$ cat src/hdl/text_console_cursor_writer_unit_assert.svh
// Assertion macros for the text console cursor writer.
// Included by the top level; needs nothing else.
`ifndef TEXT_CONSOLE_CURSOR_WRITER_UNIT_ASSERT_SVH
`define TEXT_CONSOLE_CURSOR_WRITER_UNIT_ASSERT_SVH

// Check that a condition holds in the same cycle as its trigger
`define TCCW_ASSERT_HOLDS(label, clk, rst, ante, cons, msg) \
   label: assert property (@(posedge clk) disable iff (rst) (ante) |-> (cons)) \
      else $error(msg);

// Check that a condition holds in the cycle after its trigger
`define TCCW_ASSERT_NEXT(label, clk, rst, ante, cons, msg) \
   label: assert property (@(posedge clk) disable iff (rst) (ante) |=> (cons)) \
      else $error(msg);

`endif

$ cat src/hdl/tccw_pkg.sv
// Shared constants, codes and types of the text console cursor writer.
// Used by every module of the block; depends on nothing.
`timescale 1ns / 1ps
`default_nettype none

package tccw_pkg;

   // Screen geometry
   localparam int SCREEN_COLUMNS = 80;
   localparam int SCREEN_ROWS    = 25;
   localparam int TAB_STOP       = 8;
   localparam int CELL_COUNT     = SCREEN_COLUMNS * SCREEN_ROWS;

   // Command queue between front and back
   localparam int QUEUE_DEPTH = 2;

   // Field widths
   localparam int COL_W       = 7;
   localparam int ROW_W       = 5;
   localparam int CELL_W      = 11;
   localparam int CHAR_W      = 8;
   localparam int ATTR_W      = 8;
   localparam int CELL_WORD_W = CHAR_W + ATTR_W;
   localparam int REQ_W       = 2;
   localparam int CSR_INDEX_W = 1;
   localparam int CSR_DATA_W  = 8;
   localparam int REQ_TDATA_W = 24;
   localparam int RSP_TDATA_W = 32;

   // Request codes
   localparam logic [REQ_W-1:0] REQ_PUT   = 2'd0;
   localparam logic [REQ_W-1:0] REQ_CLEAR = 2'd1;
   localparam logic [REQ_W-1:0] REQ_READ  = 2'd2;

   // Control characters
   localparam logic [CHAR_W-1:0] CODE_TAB = 8'd9;
   localparam logic [CHAR_W-1:0] CODE_LF  = 8'd10;
   localparam logic [CHAR_W-1:0] CODE_CR  = 8'd13;

   // Register indexes
   localparam logic [CSR_INDEX_W-1:0] CSR_CHAR_ATTR  = 1'd0;
   localparam logic [CSR_INDEX_W-1:0] CSR_BLANK_ATTR = 1'd1;

   localparam logic [ATTR_W-1:0] ATTR_RESET = 8'd7;

   localparam logic [ROW_W-1:0] LAST_ROW = ROW_W'(SCREEN_ROWS - 1);
   localparam logic [COL_W-1:0] LAST_COL = COL_W'(SCREEN_COLUMNS - 1);

   // Classified command
   typedef enum logic [2:0] {
      CMD_PRINT,
      CMD_LF,
      CMD_CR,
      CMD_TAB,
      CMD_CLEAR,
      CMD_READ,
      CMD_NOP
   } cmd_kind_type;

   typedef struct packed {
      cmd_kind_type        kind;
      logic [CHAR_W-1:0]   code;
      logic [CELL_W-1:0]   cell_addr;
      logic                in_range;
   } cmd_type;

   // Back-end status seen by the front and the top level
   typedef struct packed {
      logic init_busy;
      logic sweep_busy;
   } back_status_type;

endpackage

`default_nettype wire

$ cat src/hdl/tccw_front.sv
// Front end: accepts request words and classifies them into commands.
// Depends on tccw_pkg; feeds tccw_queue.
`timescale 1ns / 1ps
`default_nettype none

module tccw_front
   import tccw_pkg::*;
(
   input  wire logic                   req_tvalid,
   output logic                        req_tready,
   input  wire logic [REQ_TDATA_W-1:0] req_tdata,   // char_code[7:0], cell_index[18:8]
   input  wire logic [REQ_W-1:0]       req_tuser,   // req_type[1:0]
   input  wire back_status_type        status,
   output logic                        push_valid,
   input  wire logic                   push_ready,
   output cmd_type                     push_cmd
);

   // Hold off requests during the power-up clearing pass
   assign push_valid = req_tvalid && !status.init_busy;
   assign req_tready = push_ready && !status.init_busy;

   // Decode request type and control characters
   always_comb begin
      push_cmd.code      = req_tdata[CHAR_W-1:0];
      push_cmd.cell_addr = req_tdata[CHAR_W +: CELL_W];
      push_cmd.in_range  = req_tdata[CHAR_W +: CELL_W] < CELL_W'(CELL_COUNT);
      case (req_tuser)
         REQ_PUT: begin
            case (req_tdata[CHAR_W-1:0])
               CODE_LF:  push_cmd.kind = CMD_LF;
               CODE_CR:  push_cmd.kind = CMD_CR;
               CODE_TAB: push_cmd.kind = CMD_TAB;
               default:  push_cmd.kind = CMD_PRINT;
            endcase
         end
         REQ_CLEAR: push_cmd.kind = CMD_CLEAR;
         REQ_READ:  push_cmd.kind = CMD_READ;
         default:   push_cmd.kind = CMD_NOP;
      endcase
   end

endmodule

`default_nettype wire

$ cat config.mk
export PLATFORM = sky130hd
export DESIGN_NAME = tccw_front
export DESIGN_NICKNAME = d
export VERILOG_FILES = /design/src/hdl/text_console_cursor_writer_unit_assert.svh /design/src/hdl/tccw_pkg.sv /design/src/hdl/tccw_front.sv
export SDC_FILE = /design/constraint.sdc
export NUM_CORES = 1
export LEC_CHECK = 0
export ABC_AREA = 1
export ABC_CLOCK_PERIOD_IN_PS = 1090
export BUFFER_PORTS_ARGS = -buffer_cell sky130_fd_sc_hd__buf_2
export CAP_MARGIN = 25
export CORE_AREA = 10 10 47 49
export DETAILED_ROUTE_END_ITERATION = 6
export DIE_AREA = 0 0 57 59
export PLACE_DENSITY = 0.7
export SETUP_SLACK_MARGIN = 0.3
export SYNTH_ARGS = -nofsm -noshare
export SYNTH_HDL_FRONTEND = slang
export SYNTH_SLANG_ARGS = --single-unit
$ cat constraint.sdc
create_clock -name vclk -period 1.09
set_clock_uncertainty 0.1 [all_clocks]
set_input_delay 0.1635 -clock vclk [all_inputs]
set_output_delay 0.1635 -clock vclk [all_outputs]
set_load 0.05 [all_outputs]
==> results.md, run 1 <==
* DRC errors left at 0
* Critical path origin: req_tuser[1]
* Total placed instance area at between 400 and 500 sq um
* First-pass GRT wire length at between 1500 and 2000 um
* Worst slew margin relative to its limit at between 80 and 90%
* Result of the run: complete, but fails checks
* DIE AREA at between 3000 and 4000 sq um
* Worst path arrival time at roughly 0.92 ns
* Smallest setup slack after layout at -0.0978 ns
* Element type at the critical path start: primary input
* Combined area of the multi-input logic cells at roughly 180 sq um
* CP Capture Type: output pin
* Crit path max fanout at 2
* Wire length after detailed routing at approximately 1200 um
* Layout cells sized above 1 at between 70 and 80%
* Post-Syn Instances at 53
* Number of filler instances in the final layout at about 150
* Synth top area share at between 50% and 60%
* Min Hold Slack at between 0.2 and 0.25 ns
* Global routing usage summed across all routing layers at 6.52%
* Sequential cells at 0
* Hold Crit Start: req_tdata[9]
* Final setup viols at 2
* Flip-flop and latch area at 0 sq um
* Leak at ~0.34 nW
* Die Span Y at 59 um
* Top-level port count at 55
* Count of final max-slew check failures at 0
* Share of synthesized area occupied by flip-flops and latches at 0%
* Post-route core utilization at between 40% and 50%
* Number of port buffers at around 40
* Via count of the first global-routing pass at 392
* N_diodes at 0
* Share of the clock period used by the worst path at 109%
* Kind of critical path: primary input to output pin
* Most area-consuming cells after synthesis: sky130_fd_sc_hd__buf_4, sky130_fd_sc_hd__inv_1, sky130_fd_sc_hd__nand2_1, sky130_fd_sc_hd__nor2_1, sky130_fd_sc_hd__ha_1
* Final layout net count at ~110
* CTS Hold Bufs at 0
* Syn Nets at 84
* Post-DP HPWL at roughly 1000 um
* Violated checks: negative setup slack
* Initial antenna violation count at 0
* Worst-case vdd ir drop at between 0.2 and 0.25 mV
* Core Footprint at roughly 1400 sq um
* Mean post-synth cell area at 5.36 sq um
* Setup total negative slack at -0.175 ns
* Largest net degree at the start of global routing at 4
* Number of distinct library cells after synthesis at 9
* Cell area after layout at ~610 sq um
* Synthesis warning total at 0
* Initial DRC Count at 1
* Routability congestion estimate from global placement at 0.596
* Area added between synthesis and finish at 116%
* Total vias in the final route at between 300 and 400
* HP Class: primary input to output pin
* Total iterations of the first detailed-routing run at 2
* Post-route antenna net violation count at 0
* Die extent in x at roughly 57 um
* RSZ-0062 raised after global routing: yes
* Number of vias per cell after detailed routing at ~3.9
* Data required, critical path at between 0.8 and 0.9 ns
* Average routed wire per standard cell at 13.1 um
* Power per unit of standard cell area at 601 nW/um^2
* Cell with the most instances after synthesis: sky130_fd_sc_hd__buf_4
* Count of clock buffers in the final design at 0
* Pin slew with the least headroom to its limit at between 0.2 and 0.3 ns
* Area of the mapped netlist at ~280 sq um
* Number of placement rows at 14
* Max-Cap Viols at 0
* Post-CTS Setup Inserts at 0
* Cell types with the highest counts after synthesis: sky130_fd_sc_hd__buf_4, sky130_fd_sc_hd__inv_1, sky130_fd_sc_hd__nand2_1, sky130_fd_sc_hd__nor2_1
* Final critical delay including setup and external delays at approximately 1.2 ns
* Max Clock Freq at around 840 MHz
* Final Hold Viols at 0
* Cell type with the highest aggregate area in the netlist: sky130_fd_sc_hd__buf_4
* Post-Place Setup Slack at -0.264 ns
* Starting density of the core at between 20% and 30%
* Overflow left after global routing at 0
-- cells by family after synthesis --
family          after synthesis  synth area share (%)
buf+inv                      31                  66.1
simple gates                 20                  27.8
fa+ha+maj                     1                  4.40
compound gates                1                  1.76
-- repair_timing --
action / 4_1_cts / 5_1_grt
endpoints found under the setup margin: 10 / 10
endpoints found under the hold margin: 0 / 0
pin swaps: 9 / 6
gates resized for setup: 31 / 15
-- final timing paths --
check | endpoint | depth (start not counted)
hold / removal | push_cmd[2] | 0
setup / recovery | push_cmd[21] | 8
-- where the power goes --
part | internal (mW) | switching [mW]
Combinational | 0.136 | 0.232
Clock | 0 | 0
Sequential | 0 | 0
Total | 0.136 | 0.232
-- worst max-delay path: stages --
cell,delay (ns)
sky130_fd_sc_hd__buf_12,0.11
sky130_fd_sc_hd__inv_12,0.04
sky130_fd_sc_hd__ha_4,0.13
sky130_fd_sc_hd__nand2_4,0.05
sky130_fd_sc_hd__nor2_1,0.09
sky130_fd_sc_hd__nand2_1,0.09
sky130_fd_sc_hd__o21ai_4,0.07
sky130_fd_sc_hd__buf_6,0.17
-- metal layers --
metal	vias to the layer above	part of all wire [%]	global-route usage [%]
li1	179	-	-
met2	17	63	14.3
met3	0	14	3.43
met4	0	0	0
met1	165	23	5.10
met5	-	0	0
-- cells in the final DEF, fill, tap and decap left out --
cell type,instances
sky130_fd_sc_hd__buf_12,1
sky130_fd_sc_hd__buf_2,24
sky130_fd_sc_hd__buf_4,1
sky130_fd_sc_hd__buf_6,8
sky130_fd_sc_hd__buf_8,6
sky130_fd_sc_hd__clkbuf_4,2
sky130_fd_sc_hd__clkinv_4,1
sky130_fd_sc_hd__ha_4,1
sky130_fd_sc_hd__inv_1,7
sky130_fd_sc_hd__inv_12,1
sky130_fd_sc_hd__inv_2,1
sky130_fd_sc_hd__inv_4,2
sky130_fd_sc_hd__nand2_1,8
sky130_fd_sc_hd__nand2_4,3
sky130_fd_sc_hd__nand3_2,1
sky130_fd_sc_hd__nand4_1,1
sky130_fd_sc_hd__nor2_1,1
sky130_fd_sc_hd__nor2_2,2
sky130_fd_sc_hd__nor2_4,4
sky130_fd_sc_hd__o21ai_4,1
-- final cells by class --
type                            count  area share, %
Timing Repair Buffer               42           55.9
Inverter                           12           11.0
Multi-Input combinational cell     22           29.8
Tap cell                           16           3.27
-- metrics by stage --
step	cells	total power [mW]
2_1_floorplan	53	0.286
3_3_place_gp	92	0.301
3_5_place_dp	92	0.305
4_1_cts	92	0.353
5_1_grt	92	0.388
6_report	92	0.368
(Power assumes the default switching activity.)
==> inputs of run 2 (changes only) <==
--- a/config.mk
+++ b/config.mk
@@ -5,14 +5,14 @@
 export SDC_FILE = /design/constraint.sdc
 export NUM_CORES = 1
 export LEC_CHECK = 0
-export ABC_AREA = 1
+export ABC_AREA = 0
 export ABC_CLOCK_PERIOD_IN_PS = 1090
 export BUFFER_PORTS_ARGS = -buffer_cell sky130_fd_sc_hd__buf_2
 export CAP_MARGIN = 25
 export CORE_AREA = 10 10 47 49
 export DETAILED_ROUTE_END_ITERATION = 6
 export DIE_AREA = 0 0 57 59
-export PLACE_DENSITY = 0.7
+export PLACE_DENSITY = 0.68
 export SETUP_SLACK_MARGIN = 0.3
 export SYNTH_ARGS = -nofsm -noshare
 export SYNTH_HDL_FRONTEND = slang
==> run 2 against run 1 <==
Effect of this change: the run still ends with negative setup slack left; sequential share of layout area did not move; total power rose by 8.4%; clock-buffer cell count did not move; largest cell class unchanged; critical path type unchanged; critical endpoint unchanged.
==> results.md, run 2 <==
* Most common cell after layout, fill and taps aside: sky130_fd_sc_hd__buf_2
* Part of the power in registers at 0%
* Buffers & Inverters on Critical Path at 2
* Met2 routed wirelength at approximately 740 um
* HP Class: primary input to output pin
* Mean post-synth cell area at roughly 7.6 sq um
* Final layout net count at 95
* WL met1 at about 330 um
* Number of port buffers at slightly above 40
* RSZ-0062 raised after global routing: yes
* Fraction of power consumed by the clock network at 0%
* Data required, critical path at about 0.83 ns
* Max Clock Freq at between 700 and 800 MHz
* Smallest setup slack after layout at -0.259 ns
* Global routing usage summed across all routing layers at around 6.8%
* CP Capture Type: output pin
* Pin slew with the least headroom to its limit at 0.255 ns
* Top-level port count at 55
* Share of the clock period used by the worst path at 124%
* Leading cell types in the layout, fill and taps excluded: sky130_fd_sc_hd__buf_2, sky130_fd_sc_hd__buf_6, sky130_fd_sc_hd__buf_8
* Core Footprint at ~1400 sq um
* Sequential cells at 0
* Final critical delay including setup and external delays at about 1.3 ns
* Min Hold Slack at between 0.2 and 0.25 ns
* DIE AREA at between 3000 and 4000 sq um
* CTS Hold Bufs at 0
* Number of placement rows at 14
* Syn Nets at 65
* Worst slew margin relative to its limit at 83.1%
* Initial DRC Count at 1
* Worst path arrival time at about 1.1 ns
* Switching part of the total at between 50% and 60%
* Cell count after placement at 78
* Share of synthesized area occupied by flip-flops and latches at 0%
* Cell types with the highest counts after synthesis: sky130_fd_sc_hd__buf_4, sky130_fd_sc_hd__inv_1, sky130_fd_sc_hd__nor2b_1
* First-pass GRT wire length at between 1500 and 2000 um
* Die Span Y at between 50 and 60 um
* Synth top area share at 55.1%
* Average routed wire per standard cell at between 15 and 20 um
* Number of filler instances in the final layout at ~150
* Post-DP HPWL at slightly above 1000 um
* Cell type with the highest aggregate area in the netlist: sky130_fd_sc_hd__buf_4
* Die extent in x at around 57 um
* Final Instance Count excl. Fillers at 78
* N_diodes at 0
* Logic pwr share at 100.0%
* Largest net degree at the start of global routing at 3
* Delay of the slowest cell on the worst path at around 0.26 ns
* Post-Syn Instances at 34
* Combined area of the multi-input logic cells at 184 sq um
* Total length of routed met3 wires at approximately 160 um
* Count of clock buffers in the final design at 0
* Result of the run: complete, but fails checks
* Synthesis warning total at 0
* Violated checks: negative setup slack
* Crit path max fanout at 2
* Cell with the most instances after synthesis: sky130_fd_sc_hd__buf_4
* Via count of the first global-routing pass at slightly below 400
* Area of the mapped netlist at approximately 260 sq um
* Kind of critical path: primary input to output pin
* Worst-case vdd ir drop at roughly 0.25 mV
* Uppermost layer routed: met3
* Area added between synthesis and finish at 160%
* Wire length after detailed routing at ~1200 um
* Post-route antenna net violation count at 0
* Element type at the critical path start: primary input
* Total vias in the final route at 319
* Post-Place Setup Slack at -0.445 ns
* DRC errors left at 0
* Layout cells sized above 1 at about 95%
* Total iterations of the first detailed-routing run at 2
* Initial antenna violation count at 0
* Routability congestion estimate from global placement at between 0.6 and 0.7
* Post-CTS Setup Inserts at 0
* Flip-flop and latch area at 0 sq um
* Power per unit of standard cell area at approximately 600 nW/um^2
* Power spent charging and discharging nets at approximately 230 uW
* Category of cells accounting for the largest share of critical-path delay: simple AND/OR/NAND/NOR gates
* Most area-consuming cells after synthesis: sky130_fd_sc_hd__buf_4, sky130_fd_sc_hd__o32ai_2, sky130_fd_sc_hd__inv_1, sky130_fd_sc_hd__ha_1, sky130_fd_sc_hd__nor2b_1
* Leak at between 0.3 and 0.4 nW
* Number of vias per cell after detailed routing at 4.09
* Cell Int Power at 169 uW
* Library cell contributing the largest single delay on the critical path: sky130_fd_sc_hd__nor4_4
* Final setup viols at 2
* Starting density of the core at between 10% and 20%
* Max-Cap Viols at 0
* Count of final max-slew check failures at 0
* Number of distinct library cells after synthesis at 12
* Cell chain of the critical path: buf_8 > nor4_4 > nand3_2 > o32ai_4 > buf_6
* Final Hold Viols at 0
* Overflow left after global routing at 0
* Post-layout power at ~400 uW
==> run 2: cell families after synthesis <==
| family | count (synthesis) | share of synthesized area (%) |
|---|---|---|
| xor+xnor | 1 | 3.38 |
| fa+ha+maj | 1 | 4.83 |
| buf+inv | 23 | 60.9 |
| compound gates | 3 | 14.5 |
| simple gates | 6 | 16.4 |
==> run 2: final timing paths <==
check	start	endpoint	slack, ns	depth (start not counted)
hold / removal	req_tdata[11]	push_cmd[4]	0.23	0
setup / recovery	req_tdata[6]	push_cmd[21]	-0.26	5
==> run 2: through the flow <==
| step | TNS [ns] | cell area (sq um) | utilization (%) |
|---|---|---|---|
| after detailed placement | -0.998 | 480 | 34.3 |
| after CTS | -0.574 | 657 | 46.9 |
| final | -0.510 | 673 | 48.0 |
| after global routing | -0.600 | 673 | 48.0 |
| after global placement | -0.955 | 480 | 34.3 |
| after floorplan | -0.487 | 353 | - |
==> run 2: what timing repair did <==
action                     CTS  global route
setup endpoints to repair   16             7
pin swaps                    6             1
gates resized for setup     46             4
==> run 2: power by group through the flow <==
| stage | clock network, mW | logic (mW) | registers (mW) |
|---|---|---|---|
| 2_1_floorplan | 0 | 0.285 | 0 |
| 3_3_place_gp | 0 | 0.317 | 0 |
| 3_5_place_dp | 0 | 0.320 | 0 |
| 4_1_cts | 0 | 0.396 | 0 |
| 5_1_grt | 0 | 0.418 | 0 |
| 6_report | 0 | 0.399 | 0 |
==> run 2: cell type report <==
type                            instances  share of cell area, %
Timing Repair Buffer                   47                   64.7
Multi-Input combinational cell         11                   27.3
Inverter                                4                   5.02
Tap cell                               16                   2.97
==> run 2: metal layers <==
| metal | up-vias | track usage, % |
|---|---|---|
| met5 | - | 0 |
| met3 | 0 | 3.22 |
| met4 | 0 | 0 |
| met2 | 25 | 13.8 |
| met1 | 143 | 6.39 |
| li1 | 151 | - |
