**src/hdl/text_console_cursor_writer_unit_assert.svh**
```systemverilog
// Assertion macros for the text console cursor writer.
// Included by the top level; needs nothing else.
`ifndef TEXT_CONSOLE_CURSOR_WRITER_UNIT_ASSERT_SVH
`define TEXT_CONSOLE_CURSOR_WRITER_UNIT_ASSERT_SVH

// Check that a condition holds in the same cycle as its trigger
`define TCCW_ASSERT_HOLDS(label, clk, rst, ante, cons, msg) \
   label: assert property (@(posedge clk) disable iff (rst) (ante) |-> (cons)) \
      else $error(msg);

// Check that a condition holds in the cycle after its trigger
`define TCCW_ASSERT_NEXT(label, clk, rst, ante, cons, msg) \
   label: assert property (@(posedge clk) disable iff (rst) (ante) |=> (cons)) \
      else $error(msg);

`endif

```
**src/hdl/tccw_pkg.sv**
```systemverilog
// Shared constants, codes and types of the text console cursor writer.
// Used by every module of the block; depends on nothing.
`timescale 1ns / 1ps
`default_nettype none

package tccw_pkg;

   // Screen geometry
   localparam int SCREEN_COLUMNS = 80;
   localparam int SCREEN_ROWS    = 25;
   localparam int TAB_STOP       = 8;
   localparam int CELL_COUNT     = SCREEN_COLUMNS * SCREEN_ROWS;

   // Command queue between front and back
   localparam int QUEUE_DEPTH = 2;

   // Field widths
   localparam int COL_W       = 7;
   localparam int ROW_W       = 5;
   localparam int CELL_W      = 11;
   localparam int CHAR_W      = 8;
   localparam int ATTR_W      = 8;
   localparam int CELL_WORD_W = CHAR_W + ATTR_W;
   localparam int REQ_W       = 2;
   localparam int CSR_INDEX_W = 1;
   localparam int CSR_DATA_W  = 8;
   localparam int REQ_TDATA_W = 24;
   localparam int RSP_TDATA_W = 32;

   // Request codes
   localparam logic [REQ_W-1:0] REQ_PUT   = 2'd0;
   localparam logic [REQ_W-1:0] REQ_CLEAR = 2'd1;
   localparam logic [REQ_W-1:0] REQ_READ  = 2'd2;

   // Control characters
   localparam logic [CHAR_W-1:0] CODE_TAB = 8'd9;
   localparam logic [CHAR_W-1:0] CODE_LF  = 8'd10;
   localparam logic [CHAR_W-1:0] CODE_CR  = 8'd13;

   // Register indexes
   localparam logic [CSR_INDEX_W-1:0] CSR_CHAR_ATTR  = 1'd0;
   localparam logic [CSR_INDEX_W-1:0] CSR_BLANK_ATTR = 1'd1;

   localparam logic [ATTR_W-1:0] ATTR_RESET = 8'd7;

   localparam logic [ROW_W-1:0] LAST_ROW = ROW_W'(SCREEN_ROWS - 1);
   localparam logic [COL_W-1:0] LAST_COL = COL_W'(SCREEN_COLUMNS - 1);

   // Classified command
   typedef enum logic [2:0] {
      CMD_PRINT,
      CMD_LF,
      CMD_CR,
      CMD_TAB,
      CMD_CLEAR,
      CMD_READ,
      CMD_NOP
   } cmd_kind_type;

   typedef struct packed {
      cmd_kind_type        kind;
      logic [CHAR_W-1:0]   code;
      logic [CELL_W-1:0]   cell_addr;
      logic                in_range;
   } cmd_type;

   // Back-end status seen by the front and the top level
   typedef struct packed {
      logic init_busy;
      logic sweep_busy;
   } back_status_type;

endpackage

`default_nettype wire

```
**src/hdl/tccw_queue.sv**
```systemverilog
// Short command queue between the front end and the back end.
// Depends on tccw_pkg.
`timescale 1ns / 1ps
`default_nettype none

module tccw_queue
   import tccw_pkg::*;
(
   input  wire logic    clock,
   input  wire logic    reset,
   input  wire logic    push_valid,
   output logic         push_ready,
   input  wire cmd_type push_cmd,
   output logic         pop_valid,
   input  wire logic    pop_ready,
   output cmd_type      pop_cmd
);

   localparam int PTR_W = (QUEUE_DEPTH > 1) ? $clog2(QUEUE_DEPTH) : 1;
   localparam int CNT_W = $clog2(QUEUE_DEPTH + 1);

   cmd_type            entry_ff [QUEUE_DEPTH];
   logic [PTR_W-1:0]   wr_ptr_ff, wr_ptr_in;
   logic [PTR_W-1:0]   rd_ptr_ff, rd_ptr_in;
   logic [CNT_W-1:0]   count_ff, count_in;
   logic               do_push, do_pop;

   assign push_ready = count_ff != CNT_W'(QUEUE_DEPTH);
   assign pop_valid  = count_ff != '0;
   assign pop_cmd    = entry_ff[rd_ptr_ff];
   assign do_push    = push_valid && push_ready;
   assign do_pop     = pop_valid && pop_ready;

   // Advance pointers and occupancy
   always_comb begin
      wr_ptr_in = wr_ptr_ff;
      rd_ptr_in = rd_ptr_ff;
      count_in  = count_ff;
      if (do_push) begin
         wr_ptr_in = (wr_ptr_ff == PTR_W'(QUEUE_DEPTH - 1)) ? '0 : wr_ptr_ff + 1'b1;
      end
      if (do_pop) begin
         rd_ptr_in = (rd_ptr_ff == PTR_W'(QUEUE_DEPTH - 1)) ? '0 : rd_ptr_ff + 1'b1;
      end
      if (do_push && !do_pop) begin
         count_in = count_ff + 1'b1;
      end else if (do_pop && !do_push) begin
         count_in = count_ff - 1'b1;
      end
   end

   always_ff @(posedge clock) begin
      if (reset) begin
         wr_ptr_ff <= '0;
         rd_ptr_ff <= '0;
         count_ff  <= '0;
      end else begin
         wr_ptr_ff <= wr_ptr_in;
         rd_ptr_ff <= rd_ptr_in;
         count_ff  <= count_in;
      end
   end

   // Store the pushed word
   always_ff @(posedge clock) begin
      if (do_push) begin
         entry_ff[wr_ptr_ff] <= push_cmd;
      end
   end

endmodule

`default_nettype wire

```
**config.mk**
```make
export PLATFORM = sky130hd
export DESIGN_NAME = tccw_queue
export DESIGN_NICKNAME = d
export VERILOG_FILES = /design/src/hdl/text_console_cursor_writer_unit_assert.svh /design/src/hdl/tccw_pkg.sv /design/src/hdl/tccw_queue.sv
export SDC_FILE = /design/constraint.sdc
export NUM_CORES = 1
export LEC_CHECK = 0
export BUFFER_PORTS_ARGS = -buffer_cell sky130_fd_sc_hd__buf_4
export CAP_MARGIN = 20
export CORE_UTILIZATION = 40
export CTS_BUF_LIST = sky130_fd_sc_hd__clkbuf_2
export DETAILED_ROUTE_END_ITERATION = 16
export PLACE_DENSITY_LB_ADDON = 0.05
export SYNTH_ARGS = -nofsm -noshare
export SYNTH_HDL_FRONTEND = slang
export SYNTH_SLANG_ARGS = --single-unit
```
**constraint.sdc**
```tcl
create_clock -name clock -period 1.6 [get_ports clock]
set_input_delay 0 -clock clock [delete_from_list [all_inputs] [get_ports clock]]
set_output_delay 0 -clock clock [all_outputs]
set_load 0.005 [all_outputs]
```
==> flow_metrics.py, run 1 <==
metrics = {
    "min_path": {
        "whs_path_depth": 3,
        "hp-class": "in -> reg",
    },
    "placement": {
        "dp_hpwl_um": 2120,
        "place_inst": 203,
        "io_buffers": 51,
        "gp_congestion": 0.615,
    },
    "yosys": {
        "synth_top_cell_by_area": "edfxtp_1",
        "synthTopCellsByCount": "46 x edfxtp_1, 23 x mux2_2, 5 x dfxtp_1",
        "yosysUniqueCellTypes": 17,
        "yosysWarnings": 0,
        "avgSynthCellArea_um2": 19.7,
        "yosysTopAreaCellShare_pct": 73.7,
        "synthTopCellsByArea": "edfxtp_1 74%, mux2_2 14%, dfxtp_1 5.3%",
        "synth_ff_type": "edfxtp_1",
        "syn_nets": 123,
        "ys_seq_area_share_pct": 79.1,
        "async_flop_share_pct": 0,
        "synth_edf_count": 46,
        "syn_inst": 95,
        "synth.most_common_cell": "edfxtp_1",
        "syn_area_um2": 1870,
        "yosys_register_bits": 51,
    },
    "floorplanning": {
        "fp.coreArea_um2": 4410,
        "die_y_um": 70.4,
        "pin_count": 52,
        "die_width_um": 70.4,
        "start_util_pct": 42.4,
        "die_area_um2": 4960,
        "floorplan.rows": 24,
    },
    "setup_path": {
        "critPathRequiredTime_ns": 1.97,
        "cp_top_family": "simple AND/OR/NAND/NOR gates",
        "cp_slowest_cell": "dfxtp_4",
        "worstPathArrival_ns": 1.89,
        "critical_path.cell_chain": "nand2b_1, and2_1, ha_4, xor2_1, or3_1, a21oi_1",
        "reg2reg_depth": 6,
        "slowest_delay_ns": 0.40,
        "crit_buf_inv": 0,
        "critical_path_depth": 6,
        "start_kind": "flip-flop",
        "path_max_fanout": 5,
        "cp-end-kind": "flip-flop",
        "path_class": "reg -> reg",
    },
    "power_and_ir_drop": {
        "p_comb_share_pct": 34.6,
        "switching_share_pct": 25.8,
        "switching_power_uw": 876,
        "pwr-share-clk_pct": 14.0,
        "pwr-share-seq_pct": 51.4,
        "p_per_area_nw_per_um2": 1240,
        "finalPower_uw": 3400,
        "p_leak_uw": 0.00106,
        "ir_drop_v": 0.000706,
        "p_int_uw": 2520,
    },
    "clock_tree": {
        "ctsHtreeMaxLevel": 2,
        "cts_buffers": 5,
        "clock_path_buffers": 2,
        "clk_pin_slew_ns": 0.23,
        "clock_latency_ns": 0.41,
        "cts_tree": "yes",
        "clock-sinks": 51,
        "cts_root_buf": "clkbuf_2",
    },
    "cells_and_area": {
        "multi_input_area_um2": 392,
        "stdcell_count": 240,
        "register_area_um2": 1490,
        "drive_gt1_share_pct": 52.1,
        "antenna_cells": 0,
        "area_delta_synth_final_pct": 45.9,
        "final_net_count": 215,
        "fillCellCount": 330,
    },
    "sta": {
        "setup-violations-final": 0,
        "drv_slew": 0,
        "fmax_mhz": 658,
        "finalHoldViolCount": 0,
        "fin_skew_ns": 0.0180,
        "finalSetupTns_ns": 0,
        "maxSlewHeadroom_pct": 80.4,
        "tightest_slew_ns": 0.291,
        "period_minus_slack_ns": 1.52,
        "finalCritPeriodShare_pct": 95.0,
        "rsz0062_at_grt": "no",
        "holdWs_ns": 0.287,
    },
    "global_routing": {
        "grt_max_degree": 17,
        "grt_overflow": 0,
        "grtUsageTotal_pct": 13.9,
        "antenna_found_initial": 0,
        "grt_pass1_wl_um": 5150,
        "grt_pass1_vias": 1137,
    },
    "job": {
        "drv_cap": 0,
    },
    "drt": {
        "via_count": 1109,
        "drt-total-wl_um": 3210,
        "drc": 0,
        "drt_iter0_drc": 54,
        "via_per_inst": 4.62,
        "ant_nets": 0,
        "wl_per_cell_um": 13.4,
        "first_pass_iters": 4,
    },
    "run_status": {
        "status": "finished, final reports clean",
    },
}
worst reg2reg max path, cell delays in order (launching register included):
cell and delay, ns:
dfxtp_4 0.40, nand2b_1 0.15, and2_1 0.19, ha_4 0.16, xor2_1 0.14, or3_1 0.30, a21oi_1 0.14
sequential cells by signal (all words and copies together) (netlist names), named ones only:
name	cells
entry_ff	46
count_ff	2
rd_ptr_ff	1
wr_ptr_ff	1
path summary, 6_finish.rpt:
kind | slack, ns | from | endpoint
min reg2reg | 0.55 | count_ff[1] | count_ff[1]
max | 0.08 | count_ff[0] | count_ff[1]
min | 0.29 | reset | count_ff[0]
max reg2reg | 0.08 | count_ff[0] | count_ff[1]
timing repair:
action	4_1_cts	5_1_grt
hold buffers	26	0
setup buffers	0	3
endpoints found under the setup margin	18	19
endpoints found under the hold margin	51	0
cloned	0	0
pin swaps	0	0
resized for setup	2	4
cell usage in the layout (no fill, tap or decap), types with 2 or more instances in the layout:
cell / instances
dfxtp_4: 2
a21oi_1: 2
nor2_1: 3
mux2_2: 23
xor2_1: 3
buf_4: 59
edfxtp_1: 46
dfxtp_1: 3
dlygate4sd3_1: 26
buf_12: 2
clkbuf_2: 7
power groups by stage:
| stage | clock [uW] | sequential, uW | combinational, uW |
|---|---|---|---|
| after floorplan | 0 | 1750 | 524 |
| after global placement | 0 | 1770 | 1030 |
| after detailed placement | 0 | 1780 | 1050 |
| after CTS | 505 | 1760 | 1100 |
| after global routing | 547 | 1760 | 1280 |
| final | 475 | 1740 | 1180 |
routing by layer:
layer / wire length (um) / GRT usage (%) / vias up
met3: 174 / 4.76 / 6
met5: 0 / 0 / -
met1: 1280 / 15.4 / 528
met2: 1700 / 24.1 / 32
li1: - / - / 543
met4: 55 / 6.00 / 0
final cells by class:
class                   count  share of cell area, %
well taps                  52                   2.38
clock inverters             1                  0.183
inverters                   1                  0.137
repair buffers             87                   27.2
flip-flops and latches     51                   54.5
multi-input cells          41                   14.3
clock buffers               7                   1.28
kinds of logic after synthesis:
kind of cell | Yosys count | synth area share [%]
flip-flops | 51 | 79.1
multiplexers | 23 | 13.8
AND/OR/NAND/NOR | 9 | 2.67
AO/OA/AOI/OAI | 5 | 1.60
XOR/XNOR | 3 | 1.40
buffers and inverters | 3 | 0.735
adder cells (fa/ha/maj) | 1 | 0.668
per-stage QoR:
step           setup slack, ns  area [um2]  util, %
6_report                0.0807        2730     61.9
5_1_grt                 0.0233        2730     61.9
3_3_place_gp             0.109        2390     54.1
4_1_cts                0.00720        2690     61.0
3_5_place_dp            0.0503        2390     54.1
2_1_floorplan           0.0602        1870        -
No activity file was read; power rests on OpenSTA's default activity.
==> run 2, diff against run 1 <==
CELL_PAD_IN_SITES_DETAIL_PLACEMENT = 1   (was default)
CELL_PAD_IN_SITES_GLOBAL_PLACEMENT = 2   (was default)
CORE_UTILIZATION = 34   (was 40)
clock period = 1.22 ns   (was 1.6 ns; I/O delays follow)
==> run 2 against run 1 <==
  * Sequential power increased by 34%
  * Die area is 17% higher
  * First-iteration DRC count fell by 28%
  * Critical endpoint is now pop_cmd[0]
  * Design area increased by 11%
  * Hold slack lost 0.22 ns
  * The flow now finishes with violations (setup timing)
  * Wire length is 24% higher
  * Critical path depth fell by 3
==> flow_metrics.py, run 2 (synthesis results as in run 1) <==
metrics = {
    "drt": {
        "first_pass_iters": 3,
        "ant_nets": 0,
        "via_per_inst": 4.43,
        "drc": 0,
        "via_count": 1182,
        "drt-total-wl_um": 3970,
        "drt_iter0_drc": 39,
        "wl_per_cell_um": 14.9,
    },
    "floorplanning": {
        "die_y_um": 76.2,
        "die_width_um": 76.2,
        "start_util_pct": 36.0,
        "die_area_um2": 5810,
        "pin_count": 52,
        "floorplan.rows": 26,
        "fp.coreArea_um2": 5200,
    },
    "global_routing": {
        "met3_usage_pct": 4.43,
        "grt_overflow": 0,
        "grt_pass1_wl_um": 6570,
        "antenna_found_initial": 0,
        "use_met2_pct": 27.4,
        "grtUsageTotal_pct": 15.1,
        "busiest_layer": "met2",
        "grt_pass1_vias": 1342,
        "met1_usage_pct": 16.6,
        "grt_max_degree": 16,
    },
    "setup_path": {
        "path_class": "reg -> out",
        "worstPathArrival_ns": 1.48,
        "path_max_fanout": 13,
        "start_kind": "flip-flop",
        "critPathRequiredTime_ns": 1.22,
        "worstReg2RegEnd": "count_ff[1]",
        "cp-end-kind": "output pin",
        "regToRegStartpoint": "count_ff[0]",
        "endpoint": "pop_cmd[0]",
        "reg2reg_setup_slack_ns": -0.24,
        "reg2reg_depth": 6,
    },
    "clock_tree": {
        "cts_tree": "yes",
        "clock_path_buffers": 2,
        "clk_pin_slew_ns": 0.25,
        "cts_root_buf": "clkbuf_2",
        "ctsHtreeMaxLevel": 2,
        "cts_buffers": 5,
        "clock-sinks": 51,
        "clock_latency_ns": 0.41,
    },
    "cells_and_area": {
        "register_area_um2": 1490,
        "antenna_cells": 0,
        "area_delta_synth_final_pct": 61.9,
        "multi_input_area_um2": 472,
        "drive_gt1_share_pct": 57.9,
        "layout_commonest_cell": "edfxtp_1",
        "fillCellCount": 506,
        "largest_reg_flops": 46,
        "top_regs": "entry_ff: 46 flops, count_ff: 2 flops",
        "final_net_count": 224,
        "regMostFlops": "entry_ff",
        "most-common-layout-cells": "46 x edfxtp_1, 44 x buf_4, 25 x dlygate4sd3_1, 23 x buf_6, 12 x mux2_2",
        "finalInstanceArea_um2": 3030,
    },
    "placement": {
        "gp_congestion": 0.642,
        "place_area_um2": 2480,
        "io_buffers": 51,
        "dp_hpwl_um": 2430,
    },
    "sta": {
        "fin_skew_ns": 0.0109,
        "tightest_slew_ns": 0.247,
        "drv_slew": 0,
        "fmax_mhz": 675,
        "maxSlewHeadroom_pct": 83.6,
        "period_minus_slack_ns": 1.48,
        "rsz0062_at_grt": "yes",
        "finalHoldViolCount": 0,
        "setup_ws_ns": -0.262,
        "setup-violations-final": 72,
        "finalCritPeriodShare_pct": 121,
        "holdWs_ns": 0.0684,
    },
    "power_and_ir_drop": {
        "ir_drop_v": 0.000907,
        "p_per_area_nw_per_um2": 1690,
        "p_leak_uw": 0.00118,
    },
    "run_status": {
        "violations": "setup timing",
        "status": "finished with violations",
    },
    "job": {
        "drv_cap": 0,
    },
    "min_path": {
        "hp-class": "in -> reg",
    },
}
## run 2: worst min-delay path by stage
stage	start	to	cells past startpoint
2_1_floorplan	reset	count_ff[0]	1
3_3_place_gp	push_cmd[7]	entry_ff[1][7]	1
3_5_place_dp	push_cmd[20]	entry_ff[1][20]	1
4_1_cts	pop_ready	rd_ptr_ff	5
5_1_grt	pop_ready	rd_ptr_ff	5
6_report	pop_ready	rd_ptr_ff	5
## run 2: per-layer routing
| metal | up-vias | wire, um |
|---|---|---|
| met5 | - | 0 |
| met3 | 6 | 166 |
| met4 | 0 | 78 |
| met2 | 34 | 2130 |
| li1 | 564 | - |
| met1 | 578 | 1590 |
## run 2: report_power, final
| group | internal [uW] | switching (uW) |
|---|---|---|
| registers | 2210 | 115 |
| clock network | 128 | 503 |
| logic | 1400 | 766 |
| total | 3740 | 1380 |
## run 2: layout make-up
cell class	count	share of cell area, %
tap	70	2.89
clock buffer	5	0.825
timing repair buffer	96	30.7
clock inverter	3	0.495
sequential	51	49.2
multi-input combinational	41	15.6
inverter	1	0.248
## run 2: repair_timing
item                                   in CTS  in global routing
pin swaps                                   1                  3
hold buffers                               25                  0
gates resized for setup                    32                 21
cloned                                      3                  1
setup endpoints to repair                  73                 73
endpoints found under the hold margin      51                  0
setup buffers                               9                  2
## run 2: stage by stage
step,total power (uW),util [%],TNS [ns],worst slack (ns),cells
CTS,5060,57.6,-11.94,-0.284,268
global route,5430,58.2,-14.66,-0.366,267
global placement,3870,47.6,-3.28,-0.134,224
finish,5120,58.2,-9.63,-0.262,267
floorplan,3060,-,-4.23,-0.147,95
detailed placement,3920,47.6,-4.90,-0.198,224
## run 2: worst max-delay path, stage by stage (launching register included)
cell     delay (ns)
dfxtp_4        0.44
buf_12         0.15
mux2_2         0.34
buf_4          0.14
==> run 3, diff against run 2 <==
CORE_UTILIZATION = 40   (was 34)
clock period = 1.8 ns   (was 1.22 ns; I/O delays follow)
==> run 3 against run 2 <==
  * Combinational power down 56%
  * Sequential power shrank 33%
  * Sequential share of layout area up 5.9 points
  * Clock skew grew 0.0093 ns
  * Hold slack improved by 0.22 ns
  * Design area shrank 11%
  * The flow now finishes without violations
  * Clock-buffer cell count unchanged
  * Global-route usage up 1.6 points
  * First-iteration DRC count up 41%
==> flow_metrics.py, run 3 (synthesis results as in run 1) <==
metrics = {
    "floorplanning": {
        "start_util_pct": 42.4,
        "pin_count": 52,
        "die_y_um": 70.4,
        "floorplan.rows": 24,
        "die_width_um": 70.4,
        "die_area_um2": 4960,
        "fp.coreArea_um2": 4410,
    },
    "cells_and_area": {
        "most-common-layout-cells": "57 x buf_4, 46 x edfxtp_1, 27 x dlygate4sd3_1, 23 x mux2_2, 5 x clkbuf_2",
        "final_net_count": 212,
        "register_area_um2": 1480,
        "top_regs": "entry_ff: 46 flops, count_ff: 2 flops",
        "stdcell_count": 237,
        "layout_commonest_cell": "buf_4",
        "regMostFlops": "entry_ff",
        "antenna_cells": 0,
        "largest_reg_flops": 46,
        "area_delta_synth_final_pct": 43.7,
        "fillCellCount": 407,
        "drive_gt1_share_pct": 48.6,
        "multi_input_area_um2": 378,
    },
    "setup_path": {
        "worstPathArrival_ns": 2.05,
        "critical_path_depth": 5,
        "cp-startpoint": "count_ff[0]",
        "cp_slowest_cell": "dfxtp_1",
        "endpoint": "count_ff[1]",
        "reg2reg_setup_slack_ns": 0.12,
        "critPathRequiredTime_ns": 2.17,
        "crit_buf_inv": 0,
        "worstReg2RegEnd": "count_ff[1]",
        "cp_top_family": "simple AND/OR/NAND/NOR gates",
        "reg2reg_depth": 5,
        "cp-end-kind": "flip-flop",
        "regToRegStartpoint": "count_ff[0]",
        "slowest_delay_ns": 0.40,
        "critical_path.cell_chain": "nand2b_1, and2_1, ha_1, or3_1, a21oi_1",
        "path_max_fanout": 5,
        "start_kind": "flip-flop",
        "path_class": "reg -> reg",
    },
    "min_path": {
        "hp-class": "in -> reg",
    },
    "global_routing": {
        "use_met2_pct": 29.6,
        "grt_pass1_wl_um": 6150,
        "grt_overflow": 0,
        "antenna_found_initial": 0,
        "busiest_layer": "met2",
        "grt_pass1_vias": 1251,
        "grtUsageTotal_pct": 16.8,
        "met3_usage_pct": 5.34,
        "met1_usage_pct": 18.5,
        "grt_max_degree": 18,
    },
    "sta": {
        "maxSlewHeadroom_pct": 79.0,
        "fin_skew_ns": 0.0202,
        "rsz0062_at_grt": "no",
        "finalSetupTns_ns": 0,
        "finalHoldViolCount": 0,
        "fmax_mhz": 597,
        "setup-violations-final": 0,
        "tightest_slew_ns": 0.312,
        "finalCritPeriodShare_pct": 93.1,
        "period_minus_slack_ns": 1.68,
        "drv_slew": 0,
        "holdWs_ns": 0.291,
    },
    "drt": {
        "via_per_inst": 4.71,
        "drt-total-wl_um": 3700,
        "drc": 0,
        "drt_iter0_drc": 55,
        "via_count": 1117,
        "wl_per_cell_um": 15.6,
        "ant_nets": 0,
        "first_pass_iters": 4,
    },
    "placement": {
        "dp_hpwl_um": 2430,
        "gp_congestion": 0.643,
        "io_buffers": 51,
        "place_inst": 202,
    },
    "clock_tree": {
        "clk_pin_slew_ns": 0.24,
        "cts_root_buf": "clkbuf_2",
        "cts_tree": "yes",
        "clock_path_buffers": 2,
        "cts_buffers": 5,
        "ctsHtreeMaxLevel": 2,
        "clock_latency_ns": 0.41,
        "post_cts_buffers": 0,
        "clock-sinks": 51,
    },
    "power_and_ir_drop": {
        "p_per_area_nw_per_um2": 1140,
        "ir_drop_v": 0.000628,
        "p_leak_uw": 0.00105,
    },
    "job": {
        "drv_cap": 0,
    },
    "run_status": {
        "status": "finished, final reports clean",
    },
}
==> run 3: changes by cell type in the layout (fill, tap and decap cells not counted), sizes merged <==
cell and change:
clkbuf -1, inv +1, clkinvlp -2, bufinv +1, dlygate4sd3 +2, buf -13
==> run 3: area by class of cell <==
cell class              count  share of cell area [%]
repair buffers             84                    25.9
clock inverters             3                    1.44
multi-input cells          41                    14.0
well taps                  52                    2.42
flip-flops and latches     51                    55.1
clock buffers               5                   0.930
inverters                   1                   0.139
==> run 3: how the worst min path moves through the flow <==
stage	slack (ns)	cells after the start	to	startpoint
2_1_floorplan	0.07	1	count_ff[1]	reset
5_1_grt	0.25	2	entry_ff[0][18]	push_cmd[18]
6_report	0.29	3	count_ff[0]	reset
3_3_place_gp	0.18	1	entry_ff[1][14]	push_cmd[14]
4_1_cts	0.25	3	rd_ptr_ff	reset
3_5_place_dp	0.19	1	entry_ff[0][3]	push_cmd[3]
==> run 3: power by group <==
part	leakage, uW	total [uW]	internal, uW	switching [uW]
registers	0.000471	1560	1480	79.6
clock network	0.0000404	568	228	340
logic	0.000536	948	573	375
==> run 3: worst register-to-register path, cell delays in order (launching register included) <==
cell and delay (ns):
dfxtp_1 0.40, nand2b_1 0.22, and2_1 0.19, ha_1 0.33, or3_1 0.36, a21oi_1 0.14
==> run 3: through the flow <==
stage	total power, uW	setup slack (ns)	utilization [%]	area (um2)
after CTS	3130	0.0894	61.0	2690
after detailed placement	2500	0.162	53.4	2360
after floorplan	2020	0.195	-	1870
after global routing	3250	0.0189	61.0	2690
after global placement	2460	0.243	53.4	2360
final	3080	0.124	61.0	2690
==> run 3: what timing repair did <==
action                                  4_1_cts  5_1_grt
endpoints found under the hold margin        51        0
gates resized for setup                       1        0
hold buffers                                 27        0
endpoints found under the setup margin       17        0
==> run 3: layer usage <==
| layer | up-vias | wire length [um] |
|---|---|---|
| met4 | 0 | 91 |
| met2 | 33 | 2060 |
| met5 | - | 0 |
| met1 | 539 | 1390 |
| li1 | 537 | - |
| met3 | 8 | 149 |
